## src/hw/rtl/depth_pixel_backprojection_assert.svh

```systemverilog
// Assertion macros for the back-projection RTL.
`ifndef DEPTH_PIXEL_BACKPROJECTION_ASSERT_SVH
`define DEPTH_PIXEL_BACKPROJECTION_ASSERT_SVH

// Same-cycle implication, checked outside reset.
`define DPB_ASSERT_NOW(label, clk, rst_n, ante, cons) \
    label: assert property (@(posedge clk) disable iff (!(rst_n)) (ante) |-> (cons)) \
        else $error("assertion failed: %m");

// Next-cycle implication, checked outside reset.
`define DPB_ASSERT_NEXT(label, clk, rst_n, ante, cons) \
    label: assert property (@(posedge clk) disable iff (!(rst_n)) (ante) |=> (cons)) \
        else $error("assertion failed: %m");

`endif

```

## src/hw/rtl/dpb_pkg.sv

```systemverilog
// Types and constants of the depth pixel back-projection pipeline.
package dpb_pkg;

    localparam int COORD_BITS = 12;
    localparam int DEPTH_W    = 16;
    localparam int CENTER_W   = 16;
    localparam int INV_W      = 24;
    localparam int Z_W        = 31;
    localparam int COORD_W    = 32;
    localparam int COLOR_W    = 8;

    // Pipeline depth: stage 0 captures the pixel, the last stage is the output register.
    localparam int NUM_STAGES = 6;

    // Lateral datapath widths.
    localparam int OFF_W    = COORD_BITS + 4;
    localparam int MAG_W    = (OFF_W > CENTER_W) ? OFF_W : CENTER_W;
    localparam int M_W      = MAG_W + Z_W;
    localparam int LO_W     = M_W / 2;
    localparam int HI_W     = M_W - LO_W;
    localparam int PL_W     = LO_W + INV_W;
    localparam int PH_W     = HI_W + INV_W;
    localparam int S_W      = M_W + INV_W;
    localparam int FRAC_DROP = 28;
    localparam int Q_W      = S_W - FRAC_DROP;

    localparam logic [COORD_W-1:0] Q_MAX_POS = 32'h7FFF_FFFF;
    localparam logic [COORD_W-1:0] Q_MAX_NEG = 32'h8000_0000;

    // Register reset values.
    localparam logic [INV_W-1:0]    RST_INV_DEPTH_SCALE = 24'd16777;
    localparam logic [CENTER_W-1:0] RST_CENTER_X        = 16'd5120;
    localparam logic [CENTER_W-1:0] RST_CENTER_Y        = 16'd3840;
    localparam logic [INV_W-1:0]    RST_INV_FOCAL_X     = 24'd31957;
    localparam logic [INV_W-1:0]    RST_INV_FOCAL_Y     = 24'd31957;

    localparam int CFG_IDX_W  = 3;
    localparam int CFG_DATA_W = 24;

    typedef enum logic [CFG_IDX_W-1:0] {
        CFG_INV_DEPTH_SCALE = 3'd0,
        CFG_CENTER_X        = 3'd1,
        CFG_CENTER_Y        = 3'd2,
        CFG_INV_FOCAL_X     = 3'd3,
        CFG_INV_FOCAL_Y     = 3'd4
    } t_cfg_idx;

    typedef struct packed {
        logic [COORD_BITS-1:0] column;
        logic [COORD_BITS-1:0] row;
        logic [DEPTH_W-1:0]    depth_raw;
        logic [COLOR_W-1:0]    blue_in;
        logic [COLOR_W-1:0]    green_in;
        logic [COLOR_W-1:0]    red_in;
    } t_pixel;

    typedef struct packed {
        logic signed [COORD_W-1:0] point_x;
        logic signed [COORD_W-1:0] point_y;
        logic [Z_W-1:0]            point_z;
        logic [COLOR_W-1:0]        blue_out;
        logic [COLOR_W-1:0]        green_out;
        logic [COLOR_W-1:0]        red_out;
    } t_point;

    // Per-stage load enables handed to the datapath units.
    typedef struct packed {
        logic [NUM_STAGES-1:0] en;
    } t_pipe_ctl;

endpackage

```

## src/hw/rtl/dpb_lateral.sv

```systemverilog
// One lateral axis: offset from the principal point, times z, times the inverse focal length.
module dpb_lateral
    import dpb_pkg::*;
(
    input  logic                      i_clk,
    input  t_pipe_ctl                 i_ctl,
    input  logic [COORD_BITS-1:0]     i_pix,
    input  logic [CENTER_W-1:0]       i_center,
    input  logic [INV_W-1:0]          i_inv_focal,
    input  logic [Z_W-1:0]            i_z,
    output logic signed [COORD_W-1:0] o_coord
);

    logic [MAG_W:0]     pix_ext;
    logic [MAG_W:0]     cen_ext;
    logic [MAG_W:0]     diff;
    logic [MAG_W:0]     diff_neg;

    logic               r_neg0, r_neg1, r_neg2, r_neg3, r_neg4;
    logic [MAG_W-1:0]   r_mag0, r_mag1;
    logic [M_W-1:0]     r_m;
    logic [M_W-1:0]     n_m;
    logic [PL_W-1:0]    r_pp_lo, n_pp_lo;
    logic [PH_W-1:0]    r_pp_hi, n_pp_hi;
    logic [S_W-1:0]     n_sum;
    logic [Q_W-1:0]     r_q;
    logic               r_rem;
    logic [Q_W:0]       q_up;
    logic [COORD_W-1:0] r_coord, n_coord;

    assign pix_ext  = (MAG_W+1)'({i_pix, 4'b0000});
    assign cen_ext  = (MAG_W+1)'(i_center);
    assign diff     = pix_ext - cen_ext;
    assign diff_neg = (MAG_W+1)'(0) - diff;

    assign n_m     = M_W'(r_mag1) * M_W'(i_z);
    assign n_pp_lo = PL_W'(r_m[LO_W-1:0]) * PL_W'(i_inv_focal);
    assign n_pp_hi = PH_W'(r_m[M_W-1:LO_W]) * PH_W'(i_inv_focal);
    assign n_sum   = (S_W'(r_pp_hi) << LO_W) + S_W'(r_pp_lo);

    // Negative results round the magnitude up so the signed value floors.
    assign q_up = (Q_W+1)'(r_q) + (Q_W+1)'(r_rem);

    always_comb begin
        if (!r_neg4) begin
            n_coord = (r_q > Q_W'(Q_MAX_POS)) ? Q_MAX_POS : r_q[COORD_W-1:0];
        end else if (q_up > (Q_W+1)'(Q_MAX_NEG)) begin
            n_coord = Q_MAX_NEG;
        end else begin
            n_coord = COORD_W'(0) - q_up[COORD_W-1:0];
        end
    end

    always_ff @(posedge i_clk) begin
        if (i_ctl.en[0]) begin
            r_neg0 <= diff[MAG_W];
            r_mag0 <= diff[MAG_W] ? diff_neg[MAG_W-1:0] : diff[MAG_W-1:0];
        end
        if (i_ctl.en[1]) begin
            r_neg1 <= r_neg0;
            r_mag1 <= r_mag0;
        end
        if (i_ctl.en[2]) begin
            r_neg2 <= r_neg1;
            r_m    <= n_m;
        end
        if (i_ctl.en[3]) begin
            r_neg3  <= r_neg2;
            r_pp_lo <= n_pp_lo;
            r_pp_hi <= n_pp_hi;
        end
        if (i_ctl.en[4]) begin
            r_neg4 <= r_neg3;
            r_q    <= n_sum[S_W-1:FRAC_DROP];
            r_rem  <= |n_sum[FRAC_DROP-1:0];
        end
        if (i_ctl.en[5]) begin
            r_coord <= n_coord;
        end
    end

    assign o_coord = r_coord;

endmodule

```

## config.mk

```make
export PLATFORM = sky130hd
export DESIGN_NAME = dpb_lateral
export DESIGN_NICKNAME = d
export VERILOG_FILES = /design/src/hw/rtl/depth_pixel_backprojection_assert.svh /design/src/hw/rtl/dpb_pkg.sv /design/src/hw/rtl/dpb_lateral.sv
export SDC_FILE = /design/constraint.sdc
export NUM_CORES = 2
export LEC_CHECK = 0
export BUFFER_PORTS_ARGS = -buffer_cell sky130_fd_sc_hd__buf_2
export CAP_MARGIN = 20
export CORE_ASPECT_RATIO = 1.5
export CORE_MARGIN = 2
export CORE_UTILIZATION = 60
export DETAILED_ROUTE_END_ITERATION = 10
export HOLD_SLACK_MARGIN = 0.05
export PLACE_DENSITY = 0.84
export SLEW_MARGIN = 25
export SYNTH_ARGS = -nofsm -noshare
export SYNTH_HDL_FRONTEND = slang
export SYNTH_SLANG_ARGS = --single-unit
```

## constraint.sdc

```tcl
create_clock -name i_clk -period 13.1 [get_ports i_clk]
set_input_delay 1.965 -clock i_clk [delete_from_list [all_inputs] [get_ports i_clk]]
set_output_delay 1.965 -clock i_clk [all_outputs]
set_load 0.005 [all_outputs]
```

Word level (Yosys, flattened, before mapping)
Index checks and enable logic that the tools add are counted.

Flip-flop bits (word level): 255. Output and inout port bits: 32.

Add/sub/neg operators: 5. Order comparisons: 2. Multiplexer cells: 4. Multipliers: 3. Reductions and logical operators: 1.

Operator list (count): two-way mux 32 bit (3); adder 71 x 47 -> 71 bit (1); multiplier 24 x 24 -> 48 bit (1); multiplier 16 x 31 -> 47 bit (1); multiplier 23 x 24 -> 47 bit (1); adder 43 x 1 -> 44 bit (1); greater-than comparator 44 x 32 -> 1 bit (second input constant) (1); greater-than comparator 43 x 31 -> 1 bit (second input constant) (1); subtractor 1 x 32 -> 32 bit (first input constant) (1); OR reduction 28 bit (1); subtractor 16 x 16 -> 17 bit (1); two-way mux 16 bit (1); subtractor 1 x 16 -> 16 bit (first input constant) (1).

Logic depth before layout (Yosys ltp)
Depth in word-level cells: 4. Gate-level depth with buffers: 29.

Worst setup path before layout
Ideal clock, no wire load.

Path kind: in2reg. From: input i_inv_focal[4]. To: register r_pp_hi[46] (data pin). Setup slack: 4.073 ns. Cell stages on the path: 27. Library setup time: 0.139 ns. Arrival: 8.888 ns. Data required time: 12.961 ns. Path buffers: 3. Path through: clkbuf_1 > clkbuf_1 > nand2_1 > fa_1 > inv_1 > fa_1 > inv_1 > fa_1 > fa_1 > inv_1 > fa_1 > fa_1 > inv_1 > fa_1 > inv_1 > ha_1 > clkbuf_1 > a21o_1 > a211o_1 > o311ai_0 > a21oi_1 > o31a_1 > a22o_1 > o21ai_1 > o31ai_1 > or4b_1 > nand4b_1.

Longest elaborated chain between the ends: 1.

Ends and longest elaborated chain: start, declared (RTL line dpb_lateral.sv:9) `input logic [INV_W-1:0] i_inv_focal,`; multiplier 24 x 24 -> 48 bit (RTL line dpb_lateral.sv:38) `assign n_pp_hi = PH_W'(r_m[M_W-1:LO_W]) * PH_W'(i_inv_focal);`; net n_pp_hi[46] (RTL line dpb_lateral.sv:24) `logic [PH_W-1:0] r_pp_hi, n_pp_hi;`; end signal, assigned (RTL line dpb_lateral.sv:70) `r_pp_hi <= n_pp_hi;`; end, declared (RTL line dpb_lateral.sv:24).

The timed path passes the listed nets, and every way through them passes these cells. A chain may end at the register's enable or synchronous reset.

Worst setup path in the final report
Ends and elaborated chain as after synthesis.

==> results.sh <==
export IMPL_grt_max_degree=69
export IMPL_fill_cells=8527
export IMPL_clk_latency_ns=0.62
export IMPL_htreeDepth=1
export IMPL_worst_slack_ns=3.49
export IMPL_cts_hold_fix_buffers=0
export IMPL_finalSetupTns_ns=0
export IMPL_wl_per_cell_um=19.9
export IMPL_cts_root_buffer="clkbuf_16"
export IMPL_status="finished, final reports clean"
export IMPL_arrival_ns=10.09
export IMPL_wl_met2_mm=84.4
export IMPL_rr_worst_depth=23
export IMPL_layout_drive_gt1_share=0.0419
export IMPL_cp_end_kind="register"
export IMPL_drv_cap=0
export IMPL_die_area_um2=111000
export IMPL_synth_simple_area_share=0.167
export IMPL_finalCritPeriodShare=0.734
export IMPL_final_common_cell="inv_1"
export IMPL_reg2reg_slack_ns=4.65
export IMPL_ys_ff_latch=255
export IMPL_max_freq_mhz=104
export IMPL_yosys_area_share_adder=0.514
export IMPL_reg2reg_to="r_pp_lo[46]$_DFFE_PP_"
export IMPL_cts_buffer_depth=3
export IMPL_cts_buffers_inserted=28
export IMPL_r2r_start="r_m[8]$_DFFE_PP_"
export IMPL_vias=48447
export IMPL_syn_nets=8911
export IMPL_grt_pass1_wl_mm=270
export IMPL_viasPerCell=5.84
export IMPL_required_ns=13.58
export IMPL_routed_top_layer="met5"
export IMPL_clkTransAtPathRegs_ns=0.06
export IMPL_synth_cells=6969
export IMPL_hpwl_mm=128
export IMPL_grt_usage=0.311
export IMPL_cts_sinks=255
export IMPL_cts_tree="yes"
export IMPL_relSlewSlack=0.223
export IMPL_gp_congestion=1.01
export IMPL_drt_pass1_iterations=7
export IMPL_muxShareOfSynthArea=0.00191
export IMPL_min_path_cells=0
export IMPL_fin_crit_ns=9.61
export IMPL_wl_met1_mm=54.8
export IMPL_synth_cell_type_count=94
export IMPL_drc=0
export IMPL_dp_cells=8244
export IMPL_drt_iter0_drc=3511
export IMPL_grt_pass1_vias=53867
export IMPL_cp_start_kind="input port"
export IMPL_ant_nets=0
export IMPL_synth_area_um2=64800
export IMPL_hold_viol=0
export IMPL_min_path_type="register to register"
export IMPL_rsz0062_at_grt="no"
export IMPL_crit_fanout=47
export IMPL_core_um2=107000
export IMPL_avgSynthCellArea_um2=9.29
export IMPL_rows=147
export IMPL_yosysWarnings=0
export IMPL_cts_setup_buffers=0
export IMPL_whs_endpoint="r_mag1[11]$_DFFE_PP_"
export IMPL_setup_violations=0
export IMPL_die_height_um=406
export IMPL_synthXorXnorAreaFrac=0.0299
export IMPL_synth_compound_area_frac=0.0619
export IMPL_post_place_ws_ns=2.82
export IMPL_instances_no_fill=8301
export IMPL_seq_area_frac_synth=0.118
export IMPL_ys_flop_type="edfxtp_1"
export IMPL_met3_wirelength_mm=13.0
export IMPL_maxSlewViolCount=0
export IMPL_gr_total_overflow=0
export IMPL_final_cell_mix="inv_1, fa_1, nand2_1"
export IMPL_io_buffers=121
export IMPL_fp_dieW_um=272
export IMPL_finClkSkew_ns=0.0193
export IMPL_num_io_pins=122
export IMPL_antenna_found_initial=13
export IMPL_nets=8801
export IMPL_async_reset_ff_frac=0
export IMPL_start_util=0.605
export IMPL_criticalPathCategory="input port to register"
export IMPL_synth_edff_count=255
export IMPL_cts_resized=0
export IMPL_area_growth_pct=4.10
export IMPL_wirelength_mm=165
export IMPL_synth_top_family_by_area="adder cells"
export IMPL_holdCritStartpoint="r_mag0[11]$_DFFE_PP_"
export IMPL_tightestPinTransition_ns=1.15
[critical path, stage by stage]
cell and delay [ns]:
buf_2 0.80, nand2_1 0.19, fa_1 0.57, inv_1 0.05, fa_1 0.47, inv_1 0.06
fa_1 0.54, inv_1 0.06, fa_1 0.41, fa_1 0.48, fa_1 0.55, inv_1 0.05
fa_1 0.48, inv_1 0.05, ha_1 0.39, a21oi_1 0.32, o21ai_0 0.17, a211oi_2 0.54
a21oi_1 0.19, o31a_1 0.40, a22o_1 0.26, o21ai_1 0.29, o31ai_1 0.19, or4b_1 0.49
nand4b_1 0.10
[through the flow]
step                 util  area (µm²)  hold slack [ns]
finish              0.630       67400            0.413
global route        0.630       67400            0.424
CTS                 0.630       67400            0.414
detailed placement  0.621       66400            0.405
global placement    0.620       66400            0.402
floorplan               -       64800            0.400
[kinds of logic (layout without fill, tap and decap cells)]
group / count (synthesis) / count (layout)
compound gates: 607 / 607
xor+xnor: 221 / 221
fa+ha+maj: 1852 / 1852
buf+inv: 1846 / 1758
flops: 255 / 255
mux: 12 / 12
other cells: 0 / 5
simple gates: 2176 / 2176
[registers in the layout (all words and copies together), names as in the netlist]
signal   count
o_coord     32
r_m         47
r_mag0      16
r_mag1      16
r_neg0       1
r_neg1       1
r_neg2       1
r_neg3       1
r_neg4       1
r_pp_hi     48
r_pp_lo     47
r_q         43
r_rem        1
[routing by layer]
metal | up-vias | GRT usage
met3 | 792 | 0.0529
met5 | - | 0
met2 | 2477 | 0.554
met1 | 24246 | 0.338
met4 | 14 | 0.208
li1 | 20918 | -
[Yosys cell counts, types with 5 or more instances]
cell type,instances,area (µm²)
a211o_1,21,184
a211oi_1,18,135
a21boi_0,7,52.6
a21o_1,112,841
a21oi_1,158,791
a311oi_1,5,43.8
a31o_2,8,70.1
a31oi_1,17,106
and2_1,703,4400
and3_1,34,213
and4_1,13,114
buf_2,10,50.1
clkbuf_1,323,1210
edfxtp_1,255,7660
fa_1,1346,26900
ha_1,506,6330
inv_1,1506,5650
mux2i_1,9,90.1
nand2_1,1042,3910
nand2b_1,25,156
nand3_1,60,300
nand4_1,29,181
nor2_1,121,454
nor2b_1,27,169
nor3_1,38,190
nor3b_1,17,128
nor4_1,19,119
o211ai_1,7,52.6
o21a_1,24,180
o21ai_0,118,591
o21bai_1,22,165
o22ai_1,5,31.3
o311ai_0,8,70.1
o311ai_1,7,61.3
o31a_1,7,61.3
o31ai_1,13,97.6
or2_2,5,31.3
or3_1,9,56.3
or4_1,5,37.5
xnor2_1,153,1340
xor2_1,68,596
[area by class of cell]
| class | instances | area (µm²) | share of cell area |
|---|---|---|---|
| multi-input cells | 4868 | 50200 | 0.744 |
| clock buffers | 32 | 737 | 0.0109 |
| inverters | 1507 | 5660 | 0.0839 |
| repair buffers | 199 | 1200 | 0.0178 |
| diodes | 5 | 12.5 | 0.000186 |
| clock inverters | 20 | 230 | 0.00341 |
| well taps | 1415 | 1770 | 0.0263 |
| flip-flops and latches | 255 | 7660 | 0.114 |
[worst max-delay path by stage]
stage / start / endpoint / slack (ns) / depth (start not counted)
after detailed placement: i_inv_focal[4] / r_pp_hi[42]$_DFFE_PP_ / 2.82 / 25
after global routing: i_inv_focal[4] / r_pp_hi[46]$_DFFE_PP_ / 3.00 / 25
after global placement: i_inv_focal[4] / r_pp_hi[46]$_DFFE_PP_ / 3.01 / 25
after floorplan: i_inv_focal[4] / r_pp_hi[46]$_DFFE_PP_ / 4.07 / 27
final: i_inv_focal[4] / r_pp_hi[46]$_DFFE_PP_ / 3.49 / 25
after CTS: i_inv_focal[4] / r_pp_hi[46]$_DFFE_PP_ / 3.46 / 25
Power is left out: the tool's default activity adds up to more than one toggle a clock period on the data nets, which glitch-free logic cannot reach.
