$ cat config.mk
export PLATFORM = sky130hd
export DESIGN_NAME = dpb_depth
export DESIGN_NICKNAME = d
export VERILOG_FILES = /design/src/hw/rtl/depth_pixel_backprojection_assert.svh /design/src/hw/rtl/dpb_pkg.sv /design/src/hw/rtl/dpb_depth.sv
export SDC_FILE = /design/constraint.sdc
export NUM_CORES = 1
export LEC_CHECK = 0
export BUFFER_PORTS_ARGS = -buffer_cell sky130_fd_sc_hd__buf_2
export CORE_ASPECT_RATIO = 1.5
export CORE_UTILIZATION = 50
export CTS_BUF_LIST = sky130_fd_sc_hd__clkbuf_16
export DETAILED_ROUTE_END_ITERATION = 7
export PLACE_DENSITY_LB_ADDON = 0.1
export REMOVE_ABC_BUFFERS = 1
export SYNTH_ARGS = -nofsm -noshare
export SYNTH_HDL_FRONTEND = slang
export SYNTH_SLANG_ARGS = --single-unit
$ cat constraint.sdc
create_clock -name i_clk -period 7 [get_ports i_clk]
set_input_delay 0.35 -clock i_clk [delete_from_list [all_inputs] [get_ports i_clk]]
set_output_delay 0.35 -clock i_clk [all_outputs]
set_load 0.01 [all_outputs]
$ cat src/hw/rtl/depth_pixel_backprojection_assert.svh
// Assertion macros for the back-projection RTL.
`ifndef DEPTH_PIXEL_BACKPROJECTION_ASSERT_SVH
`define DEPTH_PIXEL_BACKPROJECTION_ASSERT_SVH

// Same-cycle implication, checked outside reset.
`define DPB_ASSERT_NOW(label, clk, rst_n, ante, cons) \
    label: assert property (@(posedge clk) disable iff (!(rst_n)) (ante) |-> (cons)) \
        else $error("assertion failed: %m");

// Next-cycle implication, checked outside reset.
`define DPB_ASSERT_NEXT(label, clk, rst_n, ante, cons) \
    label: assert property (@(posedge clk) disable iff (!(rst_n)) (ante) |=> (cons)) \
        else $error("assertion failed: %m");

`endif

$ cat src/hw/rtl/dpb_pkg.sv
// Types and constants of the depth pixel back-projection pipeline.
package dpb_pkg;

    localparam int COORD_BITS = 12;
    localparam int DEPTH_W    = 16;
    localparam int CENTER_W   = 16;
    localparam int INV_W      = 24;
    localparam int Z_W        = 31;
    localparam int COORD_W    = 32;
    localparam int COLOR_W    = 8;

    // Pipeline depth: stage 0 captures the pixel, the last stage is the output register.
    localparam int NUM_STAGES = 6;

    // Lateral datapath widths.
    localparam int OFF_W    = COORD_BITS + 4;
    localparam int MAG_W    = (OFF_W > CENTER_W) ? OFF_W : CENTER_W;
    localparam int M_W      = MAG_W + Z_W;
    localparam int LO_W     = M_W / 2;
    localparam int HI_W     = M_W - LO_W;
    localparam int PL_W     = LO_W + INV_W;
    localparam int PH_W     = HI_W + INV_W;
    localparam int S_W      = M_W + INV_W;
    localparam int FRAC_DROP = 28;
    localparam int Q_W      = S_W - FRAC_DROP;

    localparam logic [COORD_W-1:0] Q_MAX_POS = 32'h7FFF_FFFF;
    localparam logic [COORD_W-1:0] Q_MAX_NEG = 32'h8000_0000;

    // Register reset values.
    localparam logic [INV_W-1:0]    RST_INV_DEPTH_SCALE = 24'd16777;
    localparam logic [CENTER_W-1:0] RST_CENTER_X        = 16'd5120;
    localparam logic [CENTER_W-1:0] RST_CENTER_Y        = 16'd3840;
    localparam logic [INV_W-1:0]    RST_INV_FOCAL_X     = 24'd31957;
    localparam logic [INV_W-1:0]    RST_INV_FOCAL_Y     = 24'd31957;

    localparam int CFG_IDX_W  = 3;
    localparam int CFG_DATA_W = 24;

    typedef enum logic [CFG_IDX_W-1:0] {
        CFG_INV_DEPTH_SCALE = 3'd0,
        CFG_CENTER_X        = 3'd1,
        CFG_CENTER_Y        = 3'd2,
        CFG_INV_FOCAL_X     = 3'd3,
        CFG_INV_FOCAL_Y     = 3'd4
    } t_cfg_idx;

    typedef struct packed {
        logic [COORD_BITS-1:0] column;
        logic [COORD_BITS-1:0] row;
        logic [DEPTH_W-1:0]    depth_raw;
        logic [COLOR_W-1:0]    blue_in;
        logic [COLOR_W-1:0]    green_in;
        logic [COLOR_W-1:0]    red_in;
    } t_pixel;

    typedef struct packed {
        logic signed [COORD_W-1:0] point_x;
        logic signed [COORD_W-1:0] point_y;
        logic [Z_W-1:0]            point_z;
        logic [COLOR_W-1:0]        blue_out;
        logic [COLOR_W-1:0]        green_out;
        logic [COLOR_W-1:0]        red_out;
    } t_point;

    // Per-stage load enables handed to the datapath units.
    typedef struct packed {
        logic [NUM_STAGES-1:0] en;
    } t_pipe_ctl;

endpackage

$ cat src/hw/rtl/dpb_depth.sv
// Depth scaling unit: raw depth times the inverse scale, floored and saturated to Q15.16.
module dpb_depth
    import dpb_pkg::*;
(
    input  logic               i_clk,
    input  t_pipe_ctl          i_ctl,
    input  logic [DEPTH_W-1:0] i_depth_raw,
    input  logic [INV_W-1:0]   i_inv_depth_scale,
    output logic [Z_W-1:0]     o_z_early,
    output logic [Z_W-1:0]     o_z
);

    localparam int ZP_W = DEPTH_W + INV_W;

    logic [ZP_W-1:0] r_zprod;
    logic [ZP_W-1:0] n_zprod;
    logic [Z_W-1:0]  r_zd [1:NUM_STAGES-1];
    logic [Z_W-1:0]  n_z;
    logic [Z_W:0]    zshift;

    assign n_zprod = ZP_W'(i_depth_raw) * ZP_W'(i_inv_depth_scale);
    assign zshift  = r_zprod[ZP_W-1:8];
    assign n_z     = zshift[Z_W] ? Q_MAX_POS[Z_W-1:0] : zshift[Z_W-1:0];

    always_ff @(posedge i_clk) begin
        if (i_ctl.en[0]) begin
            r_zprod <= n_zprod;
        end
        if (i_ctl.en[1]) begin
            r_zd[1] <= n_z;
        end
        for (int k = 2; k < NUM_STAGES; k++) begin
            if (i_ctl.en[k]) begin
                r_zd[k] <= r_zd[k-1];
            end
        end
    end

    assign o_z_early = r_zd[1];
    assign o_z       = r_zd[NUM_STAGES-1];

endmodule

==> Word-level counts from Yosys, hierarchy flattened <==
Memories as Yosys holds them, arrays and structs flattened.
Cells that the tools add are included.
{ "op_classes": {"mul": 1, "n_mux": 11} }
{ "ops": {"columns": ["cell", "count"], "rows": [
  ["16-bit by 24-bit multiplier with 40-bit output", 1],
  ["31-bit 2-to-1 mux", 1],
  ["1-bit 2-to-1 mux", 10]
]} }
{ "word_totals": {"register_bits": 40, "ram_bits": 155, "output_inout_bits": 62, "in_bits": 47, "word_cells": 14, "memories": 1} }
{ "memory_table": {"columns": ["name", "depth", "width", "read_ports", "rd_clocked_by_memory_dff", "wr", "line_no", "source"], "rows": [
  ["r_zd", 5, 31, 5, 0, 5, "dpb_depth.sv:17", "logic [Z_W-1:0] r_zd [1:NUM_STAGES-1];"]
]} }

==> Longest topological paths before layout <==
Gate-level depths: netlist (run 1).
{ "logic_depth": {"word_depth": 2, "mapped_depth": 23, "depth_no_buf": 21} }

==> Worst setup path after synthesis (run 1) <==
Ideal clock, no wire load.
{ "synth_path": {"path_type": "input -> register", "startpoint": "in i_depth_raw[1]", "endpoint": "reg r_zprod[39], data pin", "path_stages": 21, "required_ns": 6.842, "setup_ns": 0.158, "n_path_buf": 2, "arrival_ns": 5.942, "path_slack_ns": 0.900, "path_cell_list": "clkbuf_1 nand2_1 fa_1 inv_1 fa_1 inv_1 fa_1 inv_1 fa_1 fa_1 inv_1 fa_1 inv_1 ha_1 clkbuf_2 nand4_1 or4_1 o211a_1 o31a_1 o311a_1 a211oi_2"} }
{ "synth_between": {"elab_chain_cells": 1} }
{ "synth_lines": {"columns": ["item", "line_no", "source"], "rows": [
  ["from (decl)", "dpb_depth.sv:7", "input logic [DEPTH_W-1:0] i_depth_raw,"],
  ["16-bit by 24-bit multiplier with 40-bit output", "dpb_depth.sv:21", "assign n_zprod = ZP_W'(i_depth_raw) * ZP_W'(i_inv_depth_scale);"],
  ["named net n_zprod[39]", "dpb_depth.sv:16", "logic [ZP_W-1:0] n_zprod;"],
  ["to (signal assigned)", "dpb_depth.sv:27", "r_zprod <= n_zprod;"],
  ["to (decl)", "dpb_depth.sv:15", "logic [ZP_W-1:0] r_zprod;"]
]} }
The timed path passes the listed nets, and every way through them passes these cells.
A chain may end at the register's enable or synchronous reset.

==> Worst setup path after layout (run 1) <==
{ "layout_path": {"startpoint": "in i_depth_raw[7]", "endpoint": "reg r_zprod[39], data pin"} }
Same word-level chain as after synthesis.

==> run metrics, run 1 <==
row count 84; DRT Pass-1 Iters 5; IO Count 109; via/cell ratio 5.17; fin. max-slew vios 0; Clock Skews 0.00781 ns; clk sinks 187; Final setup viols 0; all-layer global routing usage 22.5%; crit path launch type input port; worst-path cell chain buf_2 -> nand2_1 -> fa_1 -> inv_1 -> fa_1 -> fa_1 -> fa_1 -> fa_1 -> inv_1 -> fa_1 -> inv_1 -> ha_1 -> nand3_1 -> or4_1 -> o211a_1 -> o31a_1 -> o311a_1 -> a211oi_2; Initial Util 51.2%; Primary FF master, synth edfxtp_1; wire per inst 17.6 um; Worst-path clk slew 0.06 ns; setup TNS 0 ns; Synth Warn # 0; CP arrival 6.45 ns; worst skew pair latency 0.42 ns; Post-synth EDFFs 187; Clock Root Buffer clkbuf_16; top cells by area, synth fa_1, edfxtp_1, ha_1; first-pass GRT wire length 63300 um; crit path kind input port to flip-flop; Die Footprint 36900 um2; initial antenna violation count 0; max_cap viols 0; number of CTS-inserted buffers 17; vias in the first global route 12400; Seq cells post-synth 187; Die Y 235 um; gpl congestion 0.870; Mapped Area 18100 um2; max incr delay on CP 0.63 ns; Yosys top cell by area fa_1; hold crit path type flip-flop to flip-flop; Setup Fix Bufs, Post-CTS 0; worst-margin pin slew 0.671 ns; HPWL Detailed 30700 um; DRC violations left 0; GRT overflow 0; Placed Area 19000 um2; WP data required 7.25 ns; CTS tree built; Max FO, Critical Path 24; Bufs and invs on worst path 4; Detail Route Antenna Nets 0; Slew headroom 55.3%; count of input and output buffers 108; fraction of layout cells with a size suffix above 1 10.2%; ANT cells 0; Synth top cells by count inv_1, fa_1, nand2_1, edfxtp_1, and2_1; minimum clock period 6.20 ns; post-synth cell types 48; RSZ-0062 raised after global routing no; Fillers 3172; Synth async-reset ratio 0%; Gates resized, CTS repair 0; cell area after layout 19500 um2; nets 2170; cell mode on critical path fa_1; CTS Hold Buffers Added 0; fin crit share 88.6%; final count of hold timing violations 0; die width 157 um; Cells after Synth 1644; Post-Syn Area per Cell 11.0 um2; delay-heaviest family, CP adder cells; via count 11300; Slowest-stage cell, CP fa_1; status finished clean; Starting DRT DRC Count 542; CTS max path bufs 2; Area Growth Syn to Fin 8.00%; core area 35300 um2; largest net degree at the start of global routing 33; WL final 38600 um; top cell type's share of synthesized area 33.8%; sequential element share of the synthesized area 31.1%; most frequent cell after synthesis inv_1; H-Tree Depth 4; Crit. End Element flip-flop; fmax 0.161 GHz
-- routing by layer --
metal / track usage [%] / vias to the layer above / routed length (um)
li1: - / 5165 / -
met2: 41.5 / 327 / 21100
met3: 2.42 / 106 / 1390
met4: 9.56 / 0 / 1470
met5: 0 / - / 0
met1: 26.0 / 5748 / 14700
-- through the flow --
stage / utilization [%] / cells / hold slack [ns] / worst slack, ns
after floorplan: - / 1581 / 0.400 / 1.21
after global placement: 53.7 / 2163 / 0.400 / 0.443
after detailed placement: 53.7 / 2163 / 0.405 / 0.350
after CTS: 55.3 / 2195 / 0.415 / 0.796
after global routing: 55.3 / 2195 / 0.421 / 0.524
final: 55.3 / 2195 / 0.410 / 0.797
-- placed cells by master, fill, tap and decap left out, drive strengths merged, types with 3 or more instances in the layout --
cell    count
o211ai      4
nand4      11
a21oi      33
and2      174
fa        305
and3        3
edfxtp    187
ha        109
xor2       14
buf       109
o21bai      8
o311ai      3
xnor2      16
clkinv     10
nor3        6
o31ai       4
clkbuf     17
or4         3
nand3       6
o21ai      11
o21a        7
nor2       16
inv       359
or2        32
a21o       14
nand2     233
-- cell type report --
| class | count | area [um2] | area share [%] |
|---|---|---|---|
| Clock buffer | 17 | 425 | 2.18 |
| Clock inverter | 15 | 124 | 0.635 |
| Inverter | 355 | 1330 | 6.83 |
| Multi-Input combinational cell | 1039 | 10900 | 55.8 |
| Sequential cell | 187 | 5620 | 28.8 |
| Tap cell | 473 | 592 | 3.03 |
| Timing Repair Buffer | 109 | 548 | 2.81 |
-- cell families after synthesis --
group           synth area share [%]
simple gates                    13.6
flops                           31.1
compound gates                  3.75
buf+inv                         8.72
xor+xnor                        1.45
mux                            0.111
fa+ha+maj                       41.3
-- path summary, 6_finish.rpt --
kind | start | to | slack [ns] | cells past startpoint
max | i_depth_raw[7] | r_zprod[39] | 0.80 | 18
min | r_zd[3][11] | r_zd[4][11] | 0.41 | 0
max reg2reg | r_zprod[39] | r_zd[1][1] | 5.68 | 1
min reg2reg | r_zd[3][11] | r_zd[4][11] | 0.41 | 0
-- registers in the layout, indices dropped and copies added, names as in the netlist --
signal,cells
r_zd,155
r_zprod,32
Power of run 1 is not shown: default switching activity piles up to over one toggle a cycle in this logic, so the estimate is an artifact.
==> run 2: changes to the inputs <==
==> constraint.sdc (replaced) <==
create_clock -name i_clk -period 6.7 [get_ports i_clk]
set_input_delay 0.335 -clock i_clk [delete_from_list [all_inputs] [get_ports i_clk]]
set_output_delay 0.335 -clock i_clk [all_outputs]
set_load 0.01 [all_outputs]
==> run 2 against run 1 <==
Wire length is 0.79% lower. Largest cell class unchanged. Clock skew is 0.0011 ns lower. Core utilization increased by 0.37 points.
==> run metrics, run 2 (synthesized netlist as in run 1, its figures left out) <==
crit path launch type input port; Setup crit start i_depth_raw[7]; Clock Skews 0.00674 ns; gpl congestion 0.859; Crit. End Element flip-flop; wire per inst 17.3 um; minimum clock period 6.08 ns; first-pass GRT wire length 62600 um; WL met2 20700 um; GRT overflow 0; Final setup viols 0; worst-case reg-to-reg path depth 1; Bufs and invs on worst path 4; CTS Hold Buffers Added 0; area of the multi-input gates 10900 um2; Area Growth Syn to Fin 8.72%; Highest Signal Layer met4; CP arrival 6.34 ns; met3 WL post-DR 1470 um; Fillers 3174; CTS max path bufs 2; Reg-to-Reg Start r_zprod[39]; largest net degree at the start of global routing 33; IO Count 109; delay-heaviest family, CP adder cells; WL final 38300 um; worst-margin pin slew 0.679 ns; via count 11300; setup TNS 0 ns; Max FO, Critical Path 24; row count 84; number of CTS-inserted buffers 17; max reg flops 155; Die Y 235 um; commonest non-fill, non-tap cell in the layout inv_1; initial antenna violation count 1; DRC violations left 0; biggest regs r_zd: 155 flops, r_zprod: 32 flops; Levels on crit path 18; WHS Path Cells 0; Detail Route Antenna Nets 0; most frequent cells in the layout inv_1, fa_1, nand2_1; RSZ-0062 raised after global routing no; fin crit share 90.7%; max_cap viols 0; Initial Util 51.2%; cell area after layout 19600 um2; nets 2187; Die Footprint 36900 um2; Slowest-stage cell, CP fa_1; all-layer global routing usage 22.1%; worst skew pair latency 0.41 ns; hold_sp r_zd[2][13]; Finished Core Util 55.6%; WP data required 6.96 ns; final count of hold timing violations 0; worst-path cell chain buf_2 -> nand2_1 -> fa_1 -> inv_1 -> fa_1 -> fa_1 -> fa_1 -> fa_1 -> inv_1 -> fa_1 -> inv_1 -> ha_1 -> nand3_1 -> or4_1 -> o211a_1 -> o31a_1 -> o311a_1 -> a211oi_2; fmax 0.164 GHz; vias in the first global route 12100; fraction of layout cells with a size suffix above 1 11.0%; Placed Area 19100 um2; largest register by flop count r_zd; Seq. cell area 5620 um2; H-Tree Depth 4; max incr delay on CP 0.58 ns; HPWL Detailed 31200 um; status finished clean; Metal-1 WL 15000 um; crit path kind input port to flip-flop; Slew headroom 54.7%; Setup Fix Bufs, Post-CTS 0; Worst-path clk slew 0.07 ns; fin. max-slew vios 0; hold crit path type flip-flop to flip-flop; CTS tree built; cell mode on critical path fa_1; die width 157 um; Starting DRT DRC Count 476; clk sinks 187; via/cell ratio 5.10; Clock Root Buffer clkbuf_16; count of input and output buffers 108; DRT Pass-1 Iters 5; core area 35300 um2; Gates resized, CTS repair 0
-- run 2: cell count changes in the layout (fill, tap and decap cells not counted), sizes merged --
cell	before	now
inv	359	361
buf	109	126
clkinvlp	0	2
diode	0	1
clkinv	10	6
-- run 2: cell type report --
class,instances,share of cell area (%)
Sequential cell,187,28.6
Clock buffer,17,2.17
Antenna cell,1,0.0127
Clock inverter,15,0.630
Tap cell,473,3.01
Inverter,355,6.78
Multi-Input combinational cell,1039,55.4
Timing Repair Buffer,126,3.44
-- run 2: worst paths after layout --
check	endpoint	slack (ns)
setup reg to reg	r_zd[1][18]	5.37
hold / removal	r_zd[3][13]	0.41
hold reg to reg	r_zd[3][13]	0.41
setup / recovery	r_zprod[39]	0.62
-- run 2: per-layer routing --
metal / vias to the layer above / GRT usage [%]
met1: 5755 / 27.1
met4: 0 / 7.44
met2: 278 / 39.9
met5: - / 0
met3: 64 / 2.43
li1: 5189 / -
-- run 2: per-stage QoR --
| stage | setup WS, ns | std cells | hold WS [ns] |
|---|---|---|---|
| after global routing | 0.372 | 2213 | 0.414 |
| after floorplan | 0.923 | 1581 | 0.400 |
| final | 0.621 | 2213 | 0.413 |
| after detailed placement | 0.197 | 2180 | 0.405 |
| after CTS | 0.627 | 2212 | 0.415 |
| after global placement | 0.274 | 2180 | 0.400 |
Power of run 2 is left out for the same reason.
